<file path="src/rtl/dcsl_pkg.sv">
`default_nettype none

package dcsl_pkg;

    localparam int CHANNELS  = 4;
    localparam int CH_W      = (CHANNELS > 1) ? $clog2(CHANNELS) : 1;
    localparam int CHAN_W    = 4;
    localparam int CODE_W    = 16;
    localparam int TIME_W    = 32;
    localparam int FUNC_W    = 2;
    localparam int CFG_IDX_W = 2;

    typedef enum logic [FUNC_W-1:0] {
        FN_TICK     = 2'd0,
        FN_SET      = 2'd1,
        FN_READBACK = 2'd2,
        FN_UNUSED   = 2'd3
    } func_t;

    localparam logic [CFG_IDX_W-1:0] CFG_MAX_STEP = 2'd0;
    localparam logic [CFG_IDX_W-1:0] CFG_INTERVAL = 2'd1;

    localparam logic [CODE_W-1:0] CODE_MID     = 16'h8000;
    localparam logic [CODE_W-1:0] MAX_STEP_RST = 16'd328;
    localparam logic [CODE_W-1:0] INTERVAL_RST = 16'd100;

    typedef struct packed {
        logic [CODE_W-1:0] target;
        logic [CODE_W-1:0] confirmed;
        logic              conf;
        logic              ramp;
        logic [TIME_W-1:0] stamp;
    } chan_rec_t;

    localparam chan_rec_t REC_RESET = '{
        target:    CODE_MID,
        confirmed: '0,
        conf:      1'b0,
        ramp:      1'b0,
        stamp:     '0
    };

    typedef struct packed {
        logic              emit;
        logic [CODE_W-1:0] code;
    } step_res_t;

endpackage

`default_nettype wire

</file>
<file path="src/rtl/dcsl_ram.sv">
`default_nettype none

module dcsl_ram #(
    parameter int WIDTH = 8,
    parameter int DEPTH = 4
) (
    input  wire logic                                      clk,
    input  wire logic                                      we,
    input  wire logic [((DEPTH > 1) ? $clog2(DEPTH) : 1)-1:0] waddr,
    input  wire logic [WIDTH-1:0]                          wdata,
    input  wire logic                                      re,
    input  wire logic [((DEPTH > 1) ? $clog2(DEPTH) : 1)-1:0] raddr,
    output logic      [WIDTH-1:0]                          rdata
);

    logic [WIDTH-1:0] mem [DEPTH];

    always_ff @(posedge clk)
    begin
        if (we)
        begin
            mem[waddr] <= wdata;
        end
        if (re)
        begin
            rdata <= mem[raddr];
        end
    end

endmodule

`default_nettype wire

</file>
<file path="src/rtl/dcsl_step.sv">
`default_nettype none

module dcsl_step (
    input  wire dcsl_pkg::func_t                 op,
    input  wire dcsl_pkg::chan_rec_t             rec,
    input  wire logic [dcsl_pkg::CODE_W-1:0]     code,
    input  wire logic [dcsl_pkg::TIME_W-1:0]     now,
    input  wire logic                            broken,
    input  wire logic [dcsl_pkg::CODE_W-1:0]     max_step,
    input  wire logic [dcsl_pkg::CODE_W-1:0]     interval,
    output dcsl_pkg::chan_rec_t                  rec_next,
    output dcsl_pkg::step_res_t                  res
);

    import dcsl_pkg::*;

    logic              up;
    logic [CODE_W-1:0] diff;
    logic [CODE_W-1:0] stepped;
    logic [TIME_W-1:0] elapsed;
    logic              due;

    assign up      = rec.target > rec.confirmed;
    assign diff    = up ? (rec.target - rec.confirmed) : (rec.confirmed - rec.target);
    assign stepped = (diff > max_step)
                   ? (up ? (rec.confirmed + max_step) : (rec.confirmed - max_step))
                   : rec.target;
    assign elapsed = now - rec.stamp;
    assign due     = (elapsed > {{(TIME_W-CODE_W){1'b0}}, interval}) && rec.conf;

    always_comb
    begin
        rec_next = rec;
        res      = '0;
        case (op)
            FN_SET:
            begin
                rec_next.target = code;
                rec_next.ramp   = 1'b1;
            end
            FN_READBACK:
            begin
                rec_next.confirmed = code;
                rec_next.conf      = 1'b1;
            end
            FN_TICK:
            begin
                if (!rec.ramp || broken)
                begin
                    rec_next.stamp = now;
                end
                else if (due)
                begin
                    if (rec.confirmed == rec.target)
                    begin
                        rec_next.ramp = 1'b0;
                    end
                    else
                    begin
                        res.emit       = 1'b1;
                        res.code       = stepped;
                        rec_next.conf  = 1'b0;
                        rec_next.stamp = now;
                    end
                end
            end
            default:
            begin
            end
        endcase
    end

endmodule

`default_nettype wire

</file>
<file path="src/rtl/dac_code_slew_limiter.sv">
// channel  | direction | handshake          | payload
// in       | input     | in_valid/in_stall   | func, chan, code_value, now_ms, link_broken
// out      | output    | out_valid/out_stall | write_chan, write_code, last_of_run
// cfg      | input     | cfg_we              | cfg_index, cfg_data
//
// Set-target and readback: read, then write-back of the channel record.
// Tick: one channel record read and written per cycle, except while the output register
// is full and stalled.
// Reset clears the per-channel valid bits; an entry never written reads as its reset value.
// One held write waits in a pending register so that the last of a run can be marked.

`default_nettype none

module dac_code_slew_limiter (
    input  wire logic                             clk,
    input  wire logic                             rst_n,
    input  wire logic                             in_valid,
    output logic                                  in_stall,
    input  wire logic [dcsl_pkg::FUNC_W-1:0]      func,
    input  wire logic [dcsl_pkg::CHAN_W-1:0]      chan,
    input  wire logic [dcsl_pkg::CODE_W-1:0]      code_value,
    input  wire logic [dcsl_pkg::TIME_W-1:0]      now_ms,
    input  wire logic                             link_broken,
    output logic                                  out_valid,
    input  wire logic                             out_stall,
    output logic      [dcsl_pkg::CHAN_W-1:0]      write_chan,
    output logic      [dcsl_pkg::CODE_W-1:0]      write_code,
    output logic                                  last_of_run,
    input  wire logic                             cfg_we,
    input  wire logic [dcsl_pkg::CFG_IDX_W-1:0]   cfg_index,
    input  wire logic [dcsl_pkg::CODE_W-1:0]      cfg_data
);

    import dcsl_pkg::*;

    typedef enum logic [3:0] {
        ST_IDLE  = 4'b0001,
        ST_RMW   = 4'b0010,
        ST_SCAN  = 4'b0100,
        ST_FLUSH = 4'b1000
    } state_t;

    state_t state_reg, state_next;

    logic [CODE_W-1:0] max_step_reg;
    logic [CODE_W-1:0] interval_reg;

    func_t             func_reg, func_next;
    logic [CODE_W-1:0] code_reg, code_next;
    logic [TIME_W-1:0] now_reg, now_next;
    logic              broken_reg, broken_next;
    logic [CH_W-1:0]   addr_reg, addr_next;

    logic [CHANNELS-1:0] vld_reg, vld_next;

    logic              out_valid_reg, out_valid_next;
    logic [CHAN_W-1:0] out_chan_reg, out_chan_next;
    logic [CODE_W-1:0] out_code_reg, out_code_next;
    logic              out_last_reg, out_last_next;

    logic              pend_valid_reg, pend_valid_next;
    logic [CHAN_W-1:0] pend_chan_reg, pend_chan_next;
    logic [CODE_W-1:0] pend_code_reg, pend_code_next;

    logic            ram_we;
    logic            ram_re;
    logic [CH_W-1:0] ram_raddr;
    chan_rec_t       ram_rdata;
    chan_rec_t       rec_rd;
    chan_rec_t       rec_wr;
    step_res_t       res;
    logic            out_free;
    logic            proceed;
    logic            chan_ok;

    dcsl_ram #(
        .WIDTH ($bits(chan_rec_t)),
        .DEPTH (CHANNELS)
    ) u_ram (
        .clk   (clk),
        .we    (ram_we),
        .waddr (addr_reg),
        .wdata (rec_wr),
        .re    (ram_re),
        .raddr (ram_raddr),
        .rdata (ram_rdata)
    );

    assign rec_rd = vld_reg[addr_reg] ? ram_rdata : REC_RESET;

    dcsl_step u_step (
        .op       (func_reg),
        .rec      (rec_rd),
        .code     (code_reg),
        .now      (now_reg),
        .broken   (broken_reg),
        .max_step (max_step_reg),
        .interval (interval_reg),
        .rec_next (rec_wr),
        .res      (res)
    );

    assign in_stall    = (state_reg != ST_IDLE);
    assign out_valid   = out_valid_reg;
    assign write_chan  = out_chan_reg;
    assign write_code  = out_code_reg;
    assign last_of_run = out_last_reg;

    assign out_free = !out_valid_reg || !out_stall;
    assign proceed  = !(res.emit && pend_valid_reg && !out_free);
    assign chan_ok  = ({1'b0, chan} < (CHAN_W+1)'(CHANNELS));

    always_comb
    begin
        state_next      = state_reg;
        func_next       = func_reg;
        code_next       = code_reg;
        now_next        = now_reg;
        broken_next     = broken_reg;
        addr_next       = addr_reg;
        vld_next        = vld_reg;
        out_valid_next  = out_valid_reg;
        out_chan_next   = out_chan_reg;
        out_code_next   = out_code_reg;
        out_last_next   = out_last_reg;
        pend_valid_next = pend_valid_reg;
        pend_chan_next  = pend_chan_reg;
        pend_code_next  = pend_code_reg;
        ram_we          = 1'b0;
        ram_re          = 1'b0;
        ram_raddr       = addr_reg;

        if (out_valid_reg && !out_stall)
        begin
            out_valid_next = 1'b0;
        end

        case (state_reg)
            ST_IDLE:
            begin
                if (in_valid)
                begin
                    func_next   = func_t'(func);
                    code_next   = code_value;
                    now_next    = now_ms;
                    broken_next = link_broken;
                    case (func_t'(func))
                        FN_TICK:
                        begin
                            ram_re     = 1'b1;
                            ram_raddr  = '0;
                            addr_next  = '0;
                            state_next = ST_SCAN;
                        end
                        FN_SET, FN_READBACK:
                        begin
                            if (chan_ok)
                            begin
                                ram_re     = 1'b1;
                                ram_raddr  = chan[CH_W-1:0];
                                addr_next  = chan[CH_W-1:0];
                                state_next = ST_RMW;
                            end
                        end
                        default:
                        begin
                        end
                    endcase
                end
            end
            ST_RMW:
            begin
                ram_we             = 1'b1;
                vld_next[addr_reg] = 1'b1;
                state_next         = ST_IDLE;
            end
            ST_SCAN:
            begin
                if (proceed)
                begin
                    ram_we             = 1'b1;
                    vld_next[addr_reg] = 1'b1;
                    if (res.emit)
                    begin
                        if (pend_valid_reg)
                        begin
                            out_valid_next = 1'b1;
                            out_chan_next  = pend_chan_reg;
                            out_code_next  = pend_code_reg;
                            out_last_next  = 1'b0;
                        end
                        pend_valid_next = 1'b1;
                        pend_chan_next  = CHAN_W'(addr_reg);
                        pend_code_next  = res.code;
                    end
                    if (addr_reg == CH_W'(CHANNELS - 1))
                    begin
                        state_next = ST_FLUSH;
                    end
                    else
                    begin
                        ram_re    = 1'b1;
                        ram_raddr = addr_reg + CH_W'(1);
                        addr_next = addr_reg + CH_W'(1);
                    end
                end
            end
            ST_FLUSH:
            begin
                if (!pend_valid_reg)
                begin
                    state_next = ST_IDLE;
                end
                else if (out_free)
                begin
                    out_valid_next  = 1'b1;
                    out_chan_next   = pend_chan_reg;
                    out_code_next   = pend_code_reg;
                    out_last_next   = 1'b1;
                    pend_valid_next = 1'b0;
                    state_next      = ST_IDLE;
                end
            end
            default:
            begin
                state_next = ST_IDLE;
            end
        endcase
    end

    always_ff @(posedge clk or negedge rst_n)
    begin
        if (!rst_n)
        begin
            state_reg      <= ST_IDLE;
            vld_reg        <= '0;
            out_valid_reg  <= 1'b0;
            pend_valid_reg <= 1'b0;
            max_step_reg   <= MAX_STEP_RST;
            interval_reg   <= INTERVAL_RST;
        end
        else
        begin
            state_reg      <= state_next;
            vld_reg        <= vld_next;
            out_valid_reg  <= out_valid_next;
            pend_valid_reg <= pend_valid_next;
            if (cfg_we && (cfg_index == CFG_MAX_STEP))
            begin
                max_step_reg <= cfg_data;
            end
            if (cfg_we && (cfg_index == CFG_INTERVAL))
            begin
                interval_reg <= cfg_data;
            end
        end
    end

    always_ff @(posedge clk)
    begin
        func_reg      <= func_next;
        code_reg      <= code_next;
        now_reg       <= now_next;
        broken_reg    <= broken_next;
        addr_reg      <= addr_next;
        out_chan_reg  <= out_chan_next;
        out_code_reg  <= out_code_next;
        out_last_reg  <= out_last_next;
        pend_chan_reg <= pend_chan_next;
        pend_code_reg <= pend_code_next;
    end

    // a held write never outlives its tick
    assert property (@(posedge clk) disable iff (!rst_n)
        (state_reg == ST_IDLE) |-> !pend_valid_reg)
        else $error("pending write left over after tick");

    // scan writes back one record while prefetching the next
    assert property (@(posedge clk) disable iff (!rst_n)
        (ram_we && ram_re) |-> (ram_raddr != addr_reg))
        else $error("record read and written at the same address");

    assert property (@(posedge clk) disable iff (!rst_n)
        ((state_reg == ST_FLUSH) && !pend_valid_reg) |=> (state_reg == ST_IDLE))
        else $error("flush did not return to idle");

    // last write of a run leaves with the flush, never mid-scan
    assert property (@(posedge clk) disable iff (!rst_n)
        (out_valid_next && !out_valid_reg && out_last_next) |-> (state_reg == ST_FLUSH))
        else $error("end-of-run transfer raised outside flush");

endmodule

`default_nettype wire
</file>
<file path="config.mk">
export PLATFORM = sky130hd
export DESIGN_NAME = dac_code_slew_limiter
export DESIGN_NICKNAME = d
export VERILOG_FILES = /design/src/rtl/dcsl_pkg.sv /design/src/rtl/dcsl_ram.sv /design/src/rtl/dcsl_step.sv /design/src/rtl/dac_code_slew_limiter.sv
export SDC_FILE = /design/constraint.sdc
export NUM_CORES = 1
export LEC_CHECK = 0
export BUFFER_PORTS_ARGS = -buffer_cell sky130_fd_sc_hd__buf_4
export CAP_MARGIN = 20
export CORE_ASPECT_RATIO = 0.5
export CORE_MARGIN = 4
export CORE_UTILIZATION = 37
export CTS_BUF_LIST = sky130_fd_sc_hd__clkbuf_8
export DETAILED_ROUTE_END_ITERATION = 6
export PLACE_DENSITY = 0.59
export SLEW_MARGIN = 10
export SYNTH_ARGS = -nofsm -noshare
export SYNTH_HDL_FRONTEND = slang
export SYNTH_SLANG_ARGS = --single-unit
</file>
<file path="constraint.sdc">
create_clock -name clk -period 11.4 [get_ports clk]
set_input_delay 0.57 -clock clk [delete_from_list [all_inputs] [get_ports clk]]
set_output_delay 0.57 -clock clk [all_outputs]
set_load 0.01 [all_outputs]
</file>
==> results.ini, run 1 <==
[global_route]
grt_pass1_wl_um=109000
grt_util_all_layers=0.187
grt_overflow=0
grt_pass1_vias=18900
antenna_found_initial=0
grt_max_degree=95

[clocking]
cts_tree=yes
cts_sinks=462
ctsRootBufferMaster=clkbuf_8
clk_pin_slew_worst_paths_ns=0.06
clkLatencyLatePin_ns=0.67
clk_path_buf_depth=3
cts_buffers=73
h-tree-depth=3

[critical_path]
cp_max_fo=62
start_kind=register
slowest_delay_ns=0.84
required_ns=11.69
cp_slowest_cell=dfxtp_4
crit_path_end_kind=register
critPathKind=reg -> reg
critical_path_arrival_ns=9.38
crit_buf_inv=1
crit_family=compound AO/OA/AOI/OAI gates

[status]
status=complete, no violations

[route]
wl_per_cell_um=21.6
routed_via_density=5.70
vias=18800
drt-total-wl_um=71000
drtPass1Iterations=6
antenna_left=0
drt_iter0_markers=1494
drcViolationCount=0

[floorplan]
core_area_um2=67700
start_util=0.378
dieWidth_um=380
core.rowCount=67
fp.dieH_um=194
dieArea_um2=73700
ios=101

[timing]
setup_viol=0
finalHoldViolCount=0
max_freq_ghz=0.110
fin_setup_tns_ns=0
relSlewSlack=0.246
fin_skew_ns=0.0402
rsz0062_at_grt=no
worst_pin_slew_ns=1.13
slew_viol_final=0
period_share=0.797
min_period_ns=9.09

[synthesis]
yosysSeqAreaShare=0.534
synth_warnings=0
synth_area_per_cell_um2=11.1
synth_edf_count=418
mappedNetlistArea_um2=25600
synth_cell_types=76
synth-main-ff-cell=edfxtp_1
synth_cells=2295
async_flop_share=0.0909
ys_ff_latch=462

[finish]
drive_gt1_frac=0.117
final_common_cell=edfxtp_1
post-route-util=0.421
final_cell_mix=edfxtp_1, a21oi_1, nand2_1, nand3_1, inv_1
syn2layout_area_growth_pct=11.5
final_cell_area_um2=28500
largest_reg_flops=264
nets=2538

[power_and_ir_drop]
leakage_uw=0.0108
p_per_area_nw_per_um2=325
peakVddDrop_v=0.000483

[placement]
dpl_cell_area_um2=27100
gp_congestion=0.868
port_buffers=98
dp_hpwl_um=44000

[hold_path]
hold_path_class=in -> reg

[job]
drv_cap=0

==> area by class of cell <==
class	count	area, µm²
Antenna cell	1	2.50
Clock buffer	79	1090
Clock inverter	48	211
Fill cell	6436	39200
Inverter	121	454
Multi-Input combinational cell	1553	10900
Sequential cell	462	13700
Tap cell	897	1120
Timing Repair Buffer	131	1060
==> cells in the mapped netlist (4+ instances only) <==
library cell,n,area [µm²]
o31ai_1,12,90.1
a211o_1,6,52.6
nand2_1,180,676
dfstp_2,7,184
ha_1,114,1430
a22o_1,134,1170
nor4_1,5,31.3
a21oi_1,211,1060
nand3_1,153,766
buf_2,19,95.1
fa_1,4,80.1
nor2b_1,17,106
nor3_1,23,115
mux2i_1,109,1090
o21bai_1,15,113
and3_1,12,75.1
and2_1,8,50.1
o21ai_0,85,425
xnor2_1,44,385
nand4_1,20,125
inv_1,121,454
a211oi_1,144,1080
nand2b_1,14,87.6
clkbuf_1,132,495
a21boi_0,5,37.5
o211ai_1,7,52.6
a21o_1,51,383
o21a_1,11,82.6
dfrtp_1,35,876
nor3b_1,6,45.0
o22ai_1,5,31.3
mux2_2,22,248
nor2_1,62,233
xor2_1,13,114
edfxtp_1,418,12600
==> worst register-to-register path, cell delays in order, from the launching register on <==
cell,delay (ns)
dfxtp_4,0.84
mux4_2,0.85
and2_1,0.28
ha_1,0.22
nand2b_1,0.18
a21oi_1,0.24
nor2b_1,0.11
o21ai_0,0.26
nand2_1,0.10
a21oi_1,0.22
a31oi_1,0.16
o21ai_0,0.22
xor2_1,0.17
ha_1,0.26
a211oi_1,0.23
o22ai_1,0.11
a211o_1,0.28
o22ai_1,0.33
nor4b_1,0.30
nand4_1,0.13
a2111o_1,0.40
or4_4,0.76
a311oi_1,0.42
o21ai_1,0.36
nor2_4,0.75
buf_4,0.54
==> per-layer routing <==
layer	track usage	vias up	routed length, µm	share of wire
met3	0.0353	127	4010	0.056
met1	0.247	9249	31700	0.45
li1	-	8818	-	-
met4	0.0770	0	2690	0.038
met5	0	-	0	0
met2	0.303	575	32600	0.46
==> kinds of logic (layout without fill, tap and decap cells) <==
| logic type | count (synthesis) | in the layout | share of synthesized area |
|---|---|---|---|
| simple gates | 523 | 523 | 0.0981 |
| xor+xnor | 57 | 57 | 0.0195 |
| mux | 132 | 132 | 0.0532 |
| flops | 462 | 462 | 0.534 |
| other cells | 1 | 3 | 0.000147 |
| compound gates | 721 | 721 | 0.192 |
| fa+ha+maj | 118 | 118 | 0.0589 |
| buf+inv | 281 | 379 | 0.0441 |
==> through the flow <==
| stage | hold slack (ns) | cells | setup slack, ns | power, µW |
|---|---|---|---|---|
| after global routing | 0.0263 | 3291 | 1.79 | 10000 |
| final | 0.0832 | 3292 | 2.31 | 9280 |
| after CTS | 0.0307 | 3288 | 2.24 | 9300 |
| after detailed placement | 0.405 | 3160 | 2.30 | 7950 |
| after global placement | 0.403 | 3160 | 2.30 | 7880 |
| after floorplan | 0.274 | 2296 | 0.202 | 6570 |
==> final timing paths <==
| kind | cells after the start | end | start | slack [ns] |
|---|---|---|---|---|
| setup / recovery | 25 | u_ram.mem[1][35] | addr_reg[0] | 2.31 |
| hold / removal | 1 | broken_reg | link_broken | 0.08 |
| setup reg to reg | 25 | u_ram.mem[1][35] | addr_reg[0] | 2.31 |
| min in group asynchronous | 2 | max_step_reg[1] | rst_n | 0.45 |
| hold reg to reg | 0 | write_code[0] | pend_code_reg[0] | 0.42 |
| max in group asynchronous | 2 | state_reg[0] | rst_n | 10.56 |
==> repair_timing <==
action | in CTS | in global routing
buffers inserted | 0 | 0
hold endpoints to repair | 35 | 0
hold buffers | 1 | 0
resized for setup | 0 | 0
==> where the power goes <==
group | switching [µW] | leakage (µW) | internal, µW
combinational | 3340 | 0.00572 | 2120
sequential | 154 | 0.00431 | 2360
clock | 672 | 0.000768 | 640
No activity file was read; power rests on OpenSTA's default activity.
==> run 2: changes to the inputs <==
==> constraint.sdc (replaced) <==
create_clock -name clk -period 8 [get_ports clk]
set_input_delay 0.4 -clock clk [delete_from_list [all_inputs] [get_ports clk]]
set_output_delay 0.4 -clock clk [all_outputs]
set_load 0.01 [all_outputs]
==> run 2 against run 1 <==
Effect of this change: cell area up 3.1%; combinational power up 46%; first-iteration DRC count up 5.7%; sequential share of layout area down 1.4 points; critical endpoint is now u_ram.rdata[35]; largest power group unchanged.
==> results.ini, run 2 (synthesized netlist as in run 1, its figures left out) <==
[timing]
period_share=0.928
min_period_ns=7.42
rsz0062_at_grt=no
layout_setup_ws_ns=0.577
fin_setup_tns_ns=0
whs_ns=0.0688
worst_pin_slew_ns=1.17
fin_skew_ns=0.0420
setup_viol=0
slew_viol_final=0
max_freq_ghz=0.135
relSlewSlack=0.219
finalHoldViolCount=0

[critical_path]
slowest_delay_ns=0.58
reg2reg_to=u_ram.rdata[35]
cp_max_fo=76
cpMostUsedCell=buf_4
r2r_cells=27
start_kind=register
required_ns=8.39
r2r-start=addr_reg[0]
critical_path_arrival_ns=7.82
critPathKind=reg -> reg
cp-startpoint=addr_reg[0]
rrSetupSlack_ns=0.58
cp_slowest_cell=mux4_2
crit_end=u_ram.rdata[35]
crit_path_end_kind=register

[status]
status=complete, no violations

[clocking]
cts_tree=yes
clk_pin_slew_worst_paths_ns=0.07
cts_sinks=462
clk_path_buf_depth=3
clkLatencyLatePin_ns=0.70
ctsRootBufferMaster=clkbuf_8
cts_setup_buffers=0
cts_buffers=75
h-tree-depth=3

[route]
vias=19500
drt-total-wl_um=72900
wl_met3_um=4180
wl_met1_um=32300
drt_iter0_markers=1579
drtPass1Iterations=6
drcViolationCount=0
wl_met2_um=34500
antenna_left=0
routed_via_density=5.77
wl_per_cell_um=21.6
maxUsedRoutingLayer=met4

[power_and_ir_drop]
seqPwrFrac=0.261
power_switching_uw=6060
cell_internal_pwr_uw=7480
clockPowerShare=0.151
leakage_uw=0.0112
p_per_area_nw_per_um2=460
swShare=0.447
peakVddDrop_v=0.000456
combPwrFrac=0.588

[global_route]
antenna_found_initial=0
grt_overflow=0
grt_max_degree=88
grt_util_all_layers=0.191
grt_pass1_wl_um=112000
grt_pass1_vias=18900

[finish]
syn2layout_area_growth_pct=14.9
final_cell_mix=edfxtp_1, a21oi_1, nand2_1, nand3_1, inv_1
n_antenna_cell=0
post-route-util=0.434
drive_gt1_frac=0.120
largest_reg_flops=264
final_common_cell=edfxtp_1
fillers=6351
nets=2618

[floorplan]
start_util=0.378
dieWidth_um=380
fp.dieH_um=194
core.rowCount=67
core_area_um2=67700
ios=101
dieArea_um2=73700

[placement]
dp_worst_setup_slack_ns=0.592
dp_hpwl_um=44400
port_buffers=98
gp_congestion=0.877

[job]
drv_cap=0

[hold_path]
hold_path_class=in -> reg

[run 2: cell count changes in the layout (fill, tap and decap cells not counted), sizes merged]
cell and delta:
inv +2, clkinvlp +2, bufinv +4, diode -1
dlygate4sd3 +68, clkbuf -1, buf +10
[run 2: routing by layer]
layer / global-route usage / vias to the layer above
met4: 0.0649 / 0
met3: 0.0322 / 123
met5: 0 / -
met1: 0.258 / 9704
li1: - / 8984
met2: 0.312 / 652
[run 2: what timing repair did]
action	in CTS	in global routing
hold buffers	69	0
hold endpoints to repair	118	0
gates resized for setup	0	0
[run 2: worst max-delay path: cells and delay by family (launching register included)]
family          cells  cell delay (ns)
compound gates     12             2.65
simple gates        7             1.56
buf+inv             3             1.06
mux                 2             0.77
fa+ha+maj           2             0.49
flops               1             0.40
xor+xnor            1             0.18
[run 2: how the worst min path moves through the flow]
stage                           start         endpoint  slack [ns]  depth (start not counted)
global placement    pend_code_reg[13]   write_code[13]        0.40                          0
detailed placement  pend_code_reg[10]   write_code[10]        0.41                          0
finish                       in_valid     state_reg[0]        0.07                          4
CTS                          in_valid     state_reg[0]        0.02                          4
global route                 in_valid     state_reg[0]        0.09                          4
floorplan                       rst_n  interval_reg[0]        0.10                          0
[run 2: power groups by stage]
stage	registers [µW]	clock network, µW	logic (µW)
after global routing	3570	2210	8780
after detailed placement	3580	0	7850
final	3540	2040	7960
after global placement	3580	0	7730
after CTS	3540	2100	7920
after floorplan	3510	0	5840
[run 2: metrics by stage]
step	instance area [µm²]	total power, µW	std cells
final	29400	13500	3376
after global routing	29400	14600	3376
after CTS	29400	13600	3376
after detailed placement	27300	11400	3173
after global placement	27300	11300	3173
after floorplan	25600	9350	2296
[run 2: final cells by class]
| class | instances | area, µm² | share of cell area |
|---|---|---|---|
| repair buffers | 209 | 1790 | 0.0609 |
| multi-input cells | 1553 | 10900 | 0.372 |
| inverters | 121 | 454 | 0.0154 |
| clock buffers | 78 | 1070 | 0.0365 |
| well taps | 897 | 1120 | 0.0382 |
| flip-flops and latches | 462 | 13700 | 0.464 |
| clock inverters | 56 | 367 | 0.0125 |
==> run 3: changes to the inputs <==
--- a/config.mk
+++ b/config.mk
@@ -7,12 +7,15 @@
 export LEC_CHECK = 0
 export BUFFER_PORTS_ARGS = -buffer_cell sky130_fd_sc_hd__buf_4
 export CAP_MARGIN = 20
+export CELL_PAD_IN_SITES_DETAIL_PLACEMENT = 1
+export CELL_PAD_IN_SITES_GLOBAL_PLACEMENT = 1
 export CORE_ASPECT_RATIO = 0.5
 export CORE_MARGIN = 4
-export CORE_UTILIZATION = 37
+export CORE_UTILIZATION = 40
 export CTS_BUF_LIST = sky130_fd_sc_hd__clkbuf_8
 export DETAILED_ROUTE_END_ITERATION = 6
-export PLACE_DENSITY = 0.59
+export PLACE_DENSITY = 0.74
+export SKIP_CTS_REPAIR_TIMING = 1
 export SLEW_MARGIN = 10
 export SYNTH_ARGS = -nofsm -noshare
 export SYNTH_HDL_FRONTEND = slang
==> run 3 against run 2 <==
Effect of this change: critical path depth down 2; clock-buffer cell count shrank 2; setup slack worse by 0.27 ns; maximum frequency is 3.5% lower; clock skew is 0.0063 ns higher; flip-flop and latch count is the same; cell area fell by 0.51%; combinational power increased by 4.4%; sequential power about the same.
==> results.ini, run 3 (synthesized netlist as in run 1, its figures left out) <==
[status]
status=complete, no violations

[clocking]
clk_pin_slew_worst_paths_ns=0.07
cts_buffers=74
clk_path_buf_depth=3
ctsRootBufferMaster=clkbuf_8
clkLatencyLatePin_ns=0.70
cts_sinks=462
h-tree-depth=3
cts_tree=yes

[timing]
relSlewSlack=0.231
rsz0062_at_grt=no
max_freq_ghz=0.130
finalHoldViolCount=0
fin_skew_ns=0.0483
min_period_ns=7.69
period_share=0.961
fin_setup_tns_ns=0
worst_pin_slew_ns=1.15
slew_viol_final=0
setup_viol=0

[critical_path]
slowest_delay_ns=0.69
cp_slowest_cell=o31ai_4
crit_family=compound AO/OA/AOI/OAI gates
required_ns=8.42
critPathKind=reg -> reg
critical_path_arrival_ns=8.12
cp_max_fo=56
crit_buf_inv=5
path_depth=25
crit_path_end_kind=register
r2r_cells=25
cp-startpoint=vld_reg[2]
start_kind=register
r2r-start=vld_reg[2]

[floorplan]
ios=101
fp.dieH_um=187
dieWidth_um=366
core_area_um2=63200
core.rowCount=65
start_util=0.405
dieArea_um2=68300

[job]
drv_cap=0

[route]
vias=19800
antenna_left=0
wl_per_cell_um=24.1
drtPass1Iterations=5
drcViolationCount=0
drt_iter0_markers=1640
drt-total-wl_um=79800
routed_via_density=5.99

[global_route]
grt_pass1_wl_um=119000
grt_pass1_vias=20300
antenna_found_initial=4
grt_max_degree=133
grt_overflow=0
grt_util_all_layers=0.222

[finish]
post-route-util=0.463
fillers=6715
syn2layout_area_growth_pct=14.4
fin_cells=3311
nets=2617
final_cell_mix=edfxtp_1, a21oi_1, nand2_1, nand3_1, inv_1
final_common_cell=edfxtp_1
largest_reg_flops=264
drive_gt1_frac=0.120

[placement]
port_buffers=98
dp_hpwl_um=48700
gp_congestion=0.879
dp.cells=3106

[hold_path]
hold_path_class=in -> reg
hold_depth=4
hp-start=in_valid

[power_and_ir_drop]
p_per_area_nw_per_um2=471
peakVddDrop_v=0.000337
leakage_uw=0.0111

## run 3: cell count changes in the layout (fill, tap and decap cells not counted), sizes merged
cell	change
diode	+2
bufinv	-4
clkinvlp	+2
buf	-1
clkinv	+2
clkbuf	-1
inv	-5
## run 3: metal layers
layer	track usage	wire, µm	vias up
met5	0	32	-
met2	0.376	39100	542
met3	0.0362	4150	139
met4	0.0648	2240	4
li1	-	-	8975
met1	0.294	34200	10200
## run 3: cell type report
class | instances | area, µm² | area share
clock inverter | 51 | 254 | 0.00868
tap | 837 | 1050 | 0.0358
inverter | 121 | 454 | 0.0155
timing repair buffer | 209 | 1850 | 0.0632
multi-input combinational | 1553 | 10900 | 0.374
antenna | 2 | 5.00 | 0.000171
sequential | 462 | 13700 | 0.467
clock buffer | 76 | 1050 | 0.0358
## run 3: worst register-to-register path, stage by stage (launching register included)
cell and delay [ns]:
dfrtp_1 0.38, mux4_2 0.56, buf_4 0.18, buf_12 0.21, nand2_1 0.27, inv_1 0.12
ha_1 0.48, nand2_1 0.17, nor3_1 0.57, nand3_1 0.45, inv_1 0.26, o22ai_2 0.24
mux2i_1 0.23, a221o_1 0.43, nor2b_1 0.17, a211oi_1 0.25, xnor2_1 0.19, ha_1 0.28
a21o_1 0.16, a21oi_1 0.16, o21ai_0 0.20, o31ai_4 0.69, buf_4 0.36, nor2_1 0.08
a21oi_1 0.26, nor2_1 0.08
## run 3: where the power goes
group          internal, µW  total [µW]  switching, µW  leakage [µW]
sequential             3360        3550            195       0.00431
combinational          3120        8310           5180       0.00606
clock                   892        1910           1020      0.000746
total                  7370       13800           6400        0.0111
## run 3: through the flow
stage | worst slack, ns | instance area (µm²) | hold slack (ns) | power (µW)
global route | 0.0153 | 29300 | 0.0144 | 14700
floorplan | -0.0554 | 25600 | 0.104 | 9350
finish | 0.309 | 29300 | 0.0254 | 13800
detailed placement | 0.148 | 27200 | 0.405 | 11700
CTS | 0.0762 | 28500 | -0.317 | 13600
global placement | 0.494 | 27200 | 0.403 | 11400
## run 3: worst paths after layout
| path | end | slack [ns] |
|---|---|---|
| max | pend_code_reg[8] | 0.31 |
| min | state_reg[0] | 0.03 |
| max reg2reg | pend_code_reg[8] | 0.31 |
| min reg2reg | write_code[3] | 0.42 |
| max in group asynchronous | interval_reg[2] | 7.31 |
| min in group asynchronous | out_valid | 0.30 |
